--- src/hw/rtl/tcd_pkg.sv ---
// Shared constants and types for the capacitive touch detector.
// Used by every module of the block; depends on nothing else.

package tcd_pkg;

  localparam int CHANNELS      = 10;
  localparam int CALIB_SAMPLES = 16;   // power of two, so the mean is a shift

  localparam int CH_AW   = (CHANNELS > 1) ? $clog2(CHANNELS) : 1;
  localparam int RD_W    = 16;
  localparam int SUM_W   = 22;
  localparam int SEEN_W  = 7;
  localparam int THR_W   = 10;
  localparam int PROD_W  = 2 * RD_W;

  localparam logic [THR_W-1:0] THR_RESET = 10'd82;
  localparam logic [RD_W-1:0]  ONSET_MAX = 16'hFFFF;

  localparam logic FUNC_CALIB   = 1'b0;
  localparam logic FUNC_MEASURE = 1'b1;

  typedef struct packed {
    logic [RD_W-1:0]   base;
    logic [SUM_W-1:0]  sum;
    logic [SEEN_W-1:0] seen;
    logic [RD_W-1:0]   low;
    logic [RD_W-1:0]   high;
    logic              flag;
    logic [RD_W-1:0]   onset;
  } chan_state_t;

endpackage

--- src/hw/rtl/tcd_mul_unit.sv ---
// Shared 16x16 unsigned multiplier with a product register.
// Depends on tcd_pkg for the operand and product widths.

module tcd_mul_unit (
  input  logic                       clk,
  input  logic                       load,
  input  logic [tcd_pkg::RD_W-1:0]   op_a,
  input  logic [tcd_pkg::RD_W-1:0]   op_b,
  output logic [tcd_pkg::PROD_W-1:0] prod,
  output logic [tcd_pkg::PROD_W-1:0] prod_r
);
  import tcd_pkg::*;

  logic [PROD_W-1:0] prod_nxt;

  assign prod     = PROD_W'(op_a) * PROD_W'(op_b);
  assign prod_nxt = load ? prod : prod_r;

  always_ff @(posedge clk) begin
    prod_r <= prod_nxt;
  end

endmodule

--- src/hw/rtl/tcd_chan_bank.sv ---
// Per-channel state registers with one shared read/write address.
// Depends on tcd_pkg for the channel count and the state record type.

module tcd_chan_bank (
  input  logic                      clk,
  input  logic                      rst_n,
  input  logic [tcd_pkg::CH_AW-1:0] addr,
  input  logic                      wr_en,
  input  tcd_pkg::chan_state_t      wr_data,
  output tcd_pkg::chan_state_t      rd_data
);
  import tcd_pkg::*;

  chan_state_t bank_r [CHANNELS];

  assign rd_data = bank_r[addr];

  always_ff @(posedge clk) begin
    if (!rst_n) begin
      for (int i = 0; i < CHANNELS; i++) begin
        bank_r[i] <= '0;
      end
    end else if (wr_en) begin
      bank_r[addr] <= wr_data;
    end
  end

endmodule

--- src/hw/rtl/capacitive_touch_detector.sv ---
// Top level of the capacitive touch detector: sequencer, update and search.
// Depends on tcd_pkg, tcd_mul_unit and tcd_chan_bank.
//
// Usage: drive in_func, in_channel_index and in_reading with start high; the
// item is taken at a clock edge where start is high and busy is low. Busy
// then stays high until the result appears. A calibration sample (func 0)
// accumulates into the channel's average; a measure sample (func 1) updates
// the marks and the touch flag. Each item gives exactly one result, shown on
// the out_ ports for one cycle with out_valid high; the receiver cannot
// stall, so it must take the result in that cycle.
// Sequence: for a valid channel, one threshold multiply (THR) and one update
// step (UPD), then a span step and a compare step on the multiplier per
// channel (SPAN, CMP) for the best-channel search over all 10 channels; a
// bad channel goes straight to the search. A new item can be taken in the
// cycle the result shows, not before; items never overlap.
// The threshold register is written through cfg_valid/cfg_ready (always
// ready) and must only be changed while busy is low.
// Reset (synchronous, rst_n low) clears all channel state and sets the
// threshold to 82/1024.

module capacitive_touch_detector (
  input  logic                        clk,
  input  logic                        rst_n,
  input  logic                        start,
  output logic                        busy,
  input  logic                        in_func,
  input  logic [3:0]                  in_channel_index,
  input  logic [15:0]                 in_reading,
  output logic                        out_valid,
  output logic                        out_is_touched,
  output logic                        out_rising_edge,
  output logic [15:0]                 out_hit_total,
  output logic [15:0]                 out_lowest_seen,
  output logic [15:0]                 out_highest_seen,
  output logic [15:0]                 out_baseline_out,
  output logic                        out_calib_done,
  output logic [3:0]                  out_best_channel,
  output logic                        out_best_found,
  output logic                        out_bad_channel,
  input  logic                        cfg_valid,
  output logic                        cfg_ready,
  input  logic [tcd_pkg::THR_W-1:0]   cfg_touch_threshold
);
  import tcd_pkg::*;

  localparam logic [2:0] ST_IDLE = 3'd0;
  localparam logic [2:0] ST_THR  = 3'd1;
  localparam logic [2:0] ST_UPD  = 3'd2;
  localparam logic [2:0] ST_SPAN = 3'd3;
  localparam logic [2:0] ST_CMP  = 3'd4;

  logic [2:0]        state_r, state_nxt;
  logic [THR_W-1:0]  thr_r;
  logic              func_r;
  logic [CH_AW-1:0]  ch_r;
  logic [RD_W-1:0]   reading_r;
  logic [CH_AW-1:0]  idx_r;

  logic              have_r;
  logic [CH_AW-1:0]  best_r;
  logic [RD_W-1:0]   best_hits_r;
  logic [RD_W-1:0]   best_num_r;
  logic [RD_W-1:0]   best_den_r;

  logic              out_valid_r;
  logic              is_touched_r, rising_r, calib_done_r, bad_r, best_found_r;
  logic [RD_W-1:0]   hit_total_r, lowest_r, highest_r, baseline_r;
  logic [3:0]        best_channel_r;

  logic              accept;
  logic              bad_in;
  logic              searching;
  logic              last_idx;

  logic [CH_AW-1:0]  bank_addr;
  logic              bank_we;
  chan_state_t       rd, wr;

  logic [RD_W-1:0]   mul_a, mul_b;
  logic              mul_load;
  logic [PROD_W-1:0] prod, prod_r;

  logic [RD_W-1:0]   diff;
  logic              now_touched;
  logic              rise;
  logic              done;
  logic [SUM_W-1:0]  sum_new;
  logic [SEEN_W-1:0] seen_new;
  logic [RD_W-1:0]   base_new;

  logic [RD_W-1:0]   below, above, span_num, span_den;
  logic              take;

  assign accept    = start && !busy;
  assign busy      = (state_r != ST_IDLE);
  assign cfg_ready = 1'b1;
  assign bad_in    = ({1'b0, in_channel_index} >= 5'(CHANNELS));
  assign searching = (state_r == ST_SPAN) || (state_r == ST_CMP);
  assign last_idx  = (idx_r == CH_AW'(CHANNELS - 1));
  assign bank_addr = searching ? idx_r : ch_r;

  tcd_chan_bank u_bank (
    .clk     (clk),
    .rst_n   (rst_n),
    .addr    (bank_addr),
    .wr_en   (bank_we),
    .wr_data (wr),
    .rd_data (rd)
  );

  // Relative span of the channel under search, as num/den.
  always_comb begin
    below = (rd.base > rd.low)  ? rd.base - rd.low  : '0;
    above = (rd.high > rd.base) ? rd.high - rd.base : '0;
    if (rd.base == '0) begin
      span_num = '0;
      span_den = RD_W'(1);
    end else begin
      span_num = (below > above) ? below : above;
      span_den = rd.base;
    end
  end

  always_comb begin
    mul_a    = '0;
    mul_b    = '0;
    mul_load = 1'b0;
    unique case (state_r)
      ST_THR: begin
        mul_a    = RD_W'(thr_r);
        mul_b    = rd.base;
        mul_load = 1'b1;
      end
      ST_SPAN: begin
        mul_a    = span_num;
        mul_b    = best_den_r;
        mul_load = 1'b1;
      end
      ST_CMP: begin
        mul_a = best_num_r;
        mul_b = span_den;
      end
      default: begin
      end
    endcase
  end

  tcd_mul_unit u_mul (
    .clk    (clk),
    .load   (mul_load),
    .op_a   (mul_a),
    .op_b   (mul_b),
    .prod   (prod),
    .prod_r (prod_r)
  );

  // In the compare step prod_r holds num_i * best_den and prod holds
  // best_num * den_i.
  assign take = (rd.onset > best_hits_r) ||
                ((rd.onset == best_hits_r) && (rd.onset != '0) && (prod_r > prod));

  // Channel update; prod_r holds threshold * baseline here.
  always_comb begin
    diff        = (reading_r > rd.base) ? reading_r - rd.base : rd.base - reading_r;
    now_touched = (rd.base != '0) && (PROD_W'({diff, 10'd0}) > prod_r);
    sum_new     = rd.sum + SUM_W'(reading_r);
    seen_new    = rd.seen + SEEN_W'(1);
    base_new    = RD_W'(sum_new / CALIB_SAMPLES);
    rise        = 1'b0;
    done        = 1'b0;
    wr          = rd;
    if (func_r == FUNC_CALIB) begin
      wr.sum  = sum_new;
      wr.seen = seen_new;
      if (seen_new >= SEEN_W'(CALIB_SAMPLES)) begin
        done     = 1'b1;
        wr.base  = base_new;
        wr.low   = base_new;
        wr.high  = base_new;
        wr.flag  = 1'b0;
        wr.onset = '0;
        wr.sum   = '0;
        wr.seen  = '0;
      end
    end else begin
      if (reading_r < rd.low) begin
        wr.low = reading_r;
      end
      if (reading_r > rd.high) begin
        wr.high = reading_r;
      end
      if (now_touched && !rd.flag) begin
        rise = 1'b1;
        if (rd.onset < ONSET_MAX) begin
          wr.onset = rd.onset + RD_W'(1);
        end
      end
      wr.flag = now_touched;
    end
  end

  assign bank_we = (state_r == ST_UPD);

  always_comb begin
    state_nxt = state_r;
    unique case (state_r)
      ST_IDLE: if (accept) state_nxt = bad_in ? ST_SPAN : ST_THR;
      ST_THR:  state_nxt = ST_UPD;
      ST_UPD:  state_nxt = ST_SPAN;
      ST_SPAN: state_nxt = ST_CMP;
      ST_CMP:  state_nxt = last_idx ? ST_IDLE : ST_SPAN;
      default: state_nxt = ST_IDLE;
    endcase
  end

  always_ff @(posedge clk) begin
    if (!rst_n) begin
      state_r     <= ST_IDLE;
      thr_r       <= THR_RESET;
      out_valid_r <= 1'b0;
    end else begin
      state_r     <= state_nxt;
      out_valid_r <= (state_r == ST_CMP) && last_idx;
      if (cfg_valid && cfg_ready) begin
        thr_r <= cfg_touch_threshold;
      end
    end
  end

  always_ff @(posedge clk) begin
    if (accept) begin
      func_r       <= in_func;
      ch_r         <= in_channel_index[CH_AW-1:0];
      reading_r    <= in_reading;
      idx_r        <= '0;
      have_r       <= 1'b0;
      best_r       <= '0;
      best_hits_r  <= '0;
      best_num_r   <= '0;
      best_den_r   <= RD_W'(1);
      bad_r        <= bad_in;
      is_touched_r <= 1'b0;
      rising_r     <= 1'b0;
      calib_done_r <= 1'b0;
      hit_total_r  <= '0;
      lowest_r     <= '0;
      highest_r    <= '0;
      baseline_r   <= '0;
    end
    if (state_r == ST_UPD) begin
      is_touched_r <= wr.flag;
      rising_r     <= rise;
      calib_done_r <= done;
      hit_total_r  <= wr.onset;
      lowest_r     <= wr.low;
      highest_r    <= wr.high;
      baseline_r   <= wr.base;
    end
    if (state_r == ST_CMP) begin
      if (take) begin
        have_r      <= 1'b1;
        best_r      <= idx_r;
        best_hits_r <= rd.onset;
        best_num_r  <= span_num;
        best_den_r  <= span_den;
      end
      if (last_idx) begin
        best_found_r   <= have_r || take;
        best_channel_r <= take ? 4'(idx_r) : (have_r ? 4'(best_r) : 4'd0);
      end else begin
        idx_r <= idx_r + CH_AW'(1);
      end
    end
  end

  assign out_valid        = out_valid_r;
  assign out_is_touched   = is_touched_r;
  assign out_rising_edge  = rising_r;
  assign out_hit_total    = hit_total_r;
  assign out_lowest_seen  = lowest_r;
  assign out_highest_seen = highest_r;
  assign out_baseline_out = baseline_r;
  assign out_calib_done   = calib_done_r;
  assign out_best_channel = best_channel_r;
  assign out_best_found   = best_found_r;
  assign out_bad_channel  = bad_r;

  a_result_when_idle: assert property (@(posedge clk) disable iff (!rst_n)
    out_valid |-> !busy)
    else $error("result shown while the sequencer is still running");

  a_busy_after_transfer: assert property (@(posedge clk) disable iff (!rst_n)
    accept |=> busy)
    else $error("busy did not rise after an input transfer");

  a_no_best_without_hit: assert property (@(posedge clk) disable iff (!rst_n)
    (out_valid && !out_best_found) |-> (out_best_channel == 4'd0))
    else $error("best channel named although no channel has a hit");

  a_bad_channel_quiet: assert property (@(posedge clk) disable iff (!rst_n)
    (out_valid && out_bad_channel) |->
      (!out_is_touched && !out_rising_edge && !out_calib_done))
    else $error("bad channel result carries channel flags");

  a_rise_means_touched: assert property (@(posedge clk) disable iff (!rst_n)
    (out_valid && out_rising_edge) |-> (out_is_touched && !out_calib_done))
    else $error("touch onset reported without a touched channel");

endmodule
--- config.mk ---
export PLATFORM = sky130hd
export DESIGN_NAME = capacitive_touch_detector
export DESIGN_NICKNAME = d
export VERILOG_FILES = /design/src/hw/rtl/tcd_pkg.sv /design/src/hw/rtl/tcd_mul_unit.sv /design/src/hw/rtl/tcd_chan_bank.sv /design/src/hw/rtl/capacitive_touch_detector.sv
export SDC_FILE = /design/constraint.sdc
export NUM_CORES = 2
export LEC_CHECK = 0
export BUFFER_PORTS_ARGS = -buffer_cell sky130_fd_sc_hd__buf_4
export CAP_MARGIN = 10
export CORE_AREA = 2 2 501 503
export DETAILED_ROUTE_END_ITERATION = 8
export DIE_AREA = 0 0 503 505
export PLACE_DENSITY = 0.46
export SYNTH_ARGS = -nofsm -noshare
export SYNTH_HDL_FRONTEND = slang
export SYNTH_SLANG_ARGS = --single-unit
--- constraint.sdc ---
create_clock -name clk -period 17.8 [get_ports clk]
set_input_delay 2.67 -clock clk [delete_from_list [all_inputs] [get_ports clk]]
set_output_delay 2.67 -clock clk [all_outputs]
set_load 0.02 [all_outputs]
==> metrics.csv <==
stage,metric,value,unit
synthesis,synth_top_cell_area_share,0.553,
synthesis,ys.flop_type,edfxtp_1,
clocking,cts.sinks,1669,
floorplan,die_h,505,um
synthesis,synthArstFlopShare,0,
route,avgRoutedWirePerCell,30.5,um
sta,layout_setup_ws,0.753,ns
worst_setup_path,cp-start-kind,register,
layout,layout_common_cells,"edfxtp_1, nor2_1, nand2_1, inv_1, buf_4",
synthesis,synth_area_per_cell,12.6,sq um
global_route,grt_use_total,0.248,
global_route,grt_pass1_wl,452000,um
clocking,path_clk_slew,0.06,ns
synthesis,yosysWarnings,0,
power,p_seq_frac,0.375,
floorplan,die_x,503,um
power,p_leak,37.0,nW
power,swShare,0.348,
power,power_density,122,nW/um^2
run_status,status,finished clean,
layout,multi_input_area,33700,sq um
clocking,clkLatencyLatePin,0.88,ns
worst_setup_path,cp_max_fo,34,
sta,maxSlewHeadroom,0.0672,
power,combPwrFrac,0.302,
route,drc,0,
floorplan,start_util,0.349,
sta,rsz0062_at_grt,no,
floorplan,core.rowCount,183,
global_route,overflow,0,
synthesis,yosysSeqAreaShare,0.570,
synthesis,syn-num-nets,7390,
layout,stdcell_area,98700,sq um
synthesis,netlist_instances,6857,
place,preCtsSetupSlack,-1.06,ns
place,dp_hpwl,207000,um
clocking,tritoncts,built,
sta,fmax,58.7,MHz
worst_setup_path,cp.arrival,17.79,ns
synthesis,synthTopCellsByArea,"edfxtp_1, mux4_2, nor2_1",
clocking,cts.root.buffer_cell,clkbuf_16,
layout,final_common_cell,edfxtp_1,
worst_setup_path,cp.required,18.54,ns
floorplan,die-area,254000,sq um
hold_path,hold_class,reg2reg,
route,wirelength,321000,um
layout,final_layout_size_suffix_gt1_frac,0.163,
sta,slew_violations,0,
global_route,antenna_found_initial,6,
worst_setup_path,slowest_stage,fa_1,
synthesis,yosys.area.top_type,edfxtp_1,
route,antenna_left,0,
sta,setup_viol,0,
clocking,htree_levels,4,
route,dr.pass1.iters,7,
place,port_buffers,109,
power,irDropWorstVdd,128,uV
clocking,numCtsBuffers,185,
floorplan,coreArea,248000,sq um
worst_setup_path,critPathMaxStageDelay,0.52,ns
synthesis,synth_edf_count,1598,
layout,fin_nets,7557,
global_route,grt_start_max_net_pins,86,
route,vias_per_cell,5.63,
power,pwr-share-clk,0.322,
layout,seq_area,49400,sq um
place,placed_area,92300,sq um
power,p_switching,4.18,mW
layout,fin_util,0.398,
worst_setup_path,crit_type,reg2reg,
sta,worst_slew_pin_slew,1.39,ns
route,vias,59200,
worst_setup_path,crit_path_end_kind,register,
synthesis,syn_area,86700,sq um
layout,syn_to_final_growth,13.8,%
layout,fillerInstances,23600,
clocking,cts_buffer_depth,3,
synthesis,ys_ff_latch,1669,
global_route,grt_pass1_vias,58800,
sta,finalHoldViolCount,0,
clocking,cts_hold_buf,0,
synthesis,synth_cell_types,122,
sta,clock_skew,0.0519,ns
route,drtIter0Drc,6221,
floorplan,boundaryPins,111,
sta,min_period,17.05,ns
flow_run,drv_cap,0,
power,p_int,7.84,mW
sta,fin_crit_sh,0.958,
place,gp_congestion,0.922,
area by class of cell:
| type | count | area share |
|---|---|---|
| diodes | 2 | 0.0000507 |
| clock buffers | 229 | 0.0491 |
| clock inverters | 116 | 0.0120 |
| inverters | 446 | 0.0170 |
| multi-input cells | 4286 | 0.342 |
| flip-flops and latches | 1669 | 0.501 |
| well taps | 3330 | 0.0422 |
| repair buffers | 436 | 0.0371 |
cell families (layout without fill, tap and decap cells):
| kind of cell | Yosys count | after routing | share of synthesized area |
|---|---|---|---|
| xor gates and xnor gates | 95 | 95 | 0.00960 |
| adders and majority gates | 498 | 498 | 0.0891 |
| AOI/OAI and AO/OA | 897 | 897 | 0.0734 |
| buffers and inverters | 902 | 1227 | 0.0464 |
| muxes | 484 | 484 | 0.0936 |
| and+or+nand+nor | 2311 | 2311 | 0.118 |
| DFF | 1669 | 1669 | 0.570 |
| other | 1 | 3 | 0.0000432 |
cells in the mapped netlist, drive strengths merged, types with 54 or more instances:
master     n
xnor2     64
inv      446
ha       299
a21oi    202
dfxtp     71
nand3    142
clkbuf   210
mux2i    181
nor2    1189
fa       199
o21ai    138
nor3     104
edfxtp  1598
nor2b     54
nand2b    56
nand2    503
mux4     257
and3      98
a211oi    54
buf      246
a21o      75
registers in the layout, indices dropped and copies added, names as in the netlist, 3 cells and up:
| name | cells |
|---|---|
| reading_r | 16 |
| out_hit_total | 16 |
| out_lowest_seen | 16 |
| out_highest_seen | 16 |
| best_hits_r | 16 |
| best_num_r | 16 |
| thr_r | 10 |
| ch_r | 4 |
| best_r | 4 |
| state_r | 3 |
| idx_r | 4 |
| out_best_channel | 4 |
| out_baseline_out | 16 |
| best_den_r | 16 |
| u_mul.prod_r | 32 |
| u_bank.bank_r | 1472 |
layer usage:
layer / wire (um) / GRT usage
met2: 149000 / 0.396
met4: 10100 / 0.0753
met3: 19900 / 0.0318
met5: 20 / 0
met1: 142000 / 0.353
critical path, delay by kind of cell (launching register included):
| kind | cells | cell delay, ns |
|---|---|---|
| AO/OA/AOI/OAI | 24 | 6.24 |
| adder cells (fa/ha/maj) | 10 | 4.18 |
| AND/OR/NAND/NOR | 22 | 4.10 |
| buffers and inverters | 12 | 1.79 |
| flip-flops | 1 | 0.39 |
| XOR/XNOR | 1 | 0.13 |
power groups by stage:
| stage | clock network [mW] | registers (mW) | logic, mW |
|---|---|---|---|
| after floorplan | 0 | 4.60 | 2.10 |
| after global placement | 0 | 4.59 | 3.54 |
| after detailed placement | 0 | 4.59 | 3.53 |
| after CTS | 3.93 | 4.51 | 3.57 |
| after global routing | 4.08 | 4.52 | 3.85 |
| final | 3.88 | 4.51 | 3.63 |
through the flow:
step | power (mW) | hold WS, ns | instances | setup TNS [ns]
CTS | 12.0 | 0.468 | 10500 | 0
global placement | 8.13 | 0.445 | 10100 | -30.23
detailed placement | 8.12 | 0.448 | 10100 | -35.92
global route | 12.5 | 0.481 | 10500 | 0
finish | 12.0 | 0.468 | 10500 | 0
floorplan | 6.71 | 0.432 | 6857 | 0
timing repair:
item,4_1_cts,5_1_grt
gates cloned,0,1
resized for setup,4,22
endpoints found under the setup margin,53,57
setup buffers,5,16
hold endpoints to repair,0,0
pin swaps,4,6
path summary, 6_finish.rpt:
check / from / end / slack, ns / cells past startpoint
worst min register to register: best_hits_r[4] / best_hits_r[4] / 0.47 / 2
worst max-delay path: state_r[0] / best_num_r[11] / 0.75 / 69
worst min-delay path: best_hits_r[4] / best_hits_r[4] / 0.47 / 2
worst max register to register: state_r[0] / best_num_r[11] / 0.75 / 69
Power figures use the tool's default switching activity.
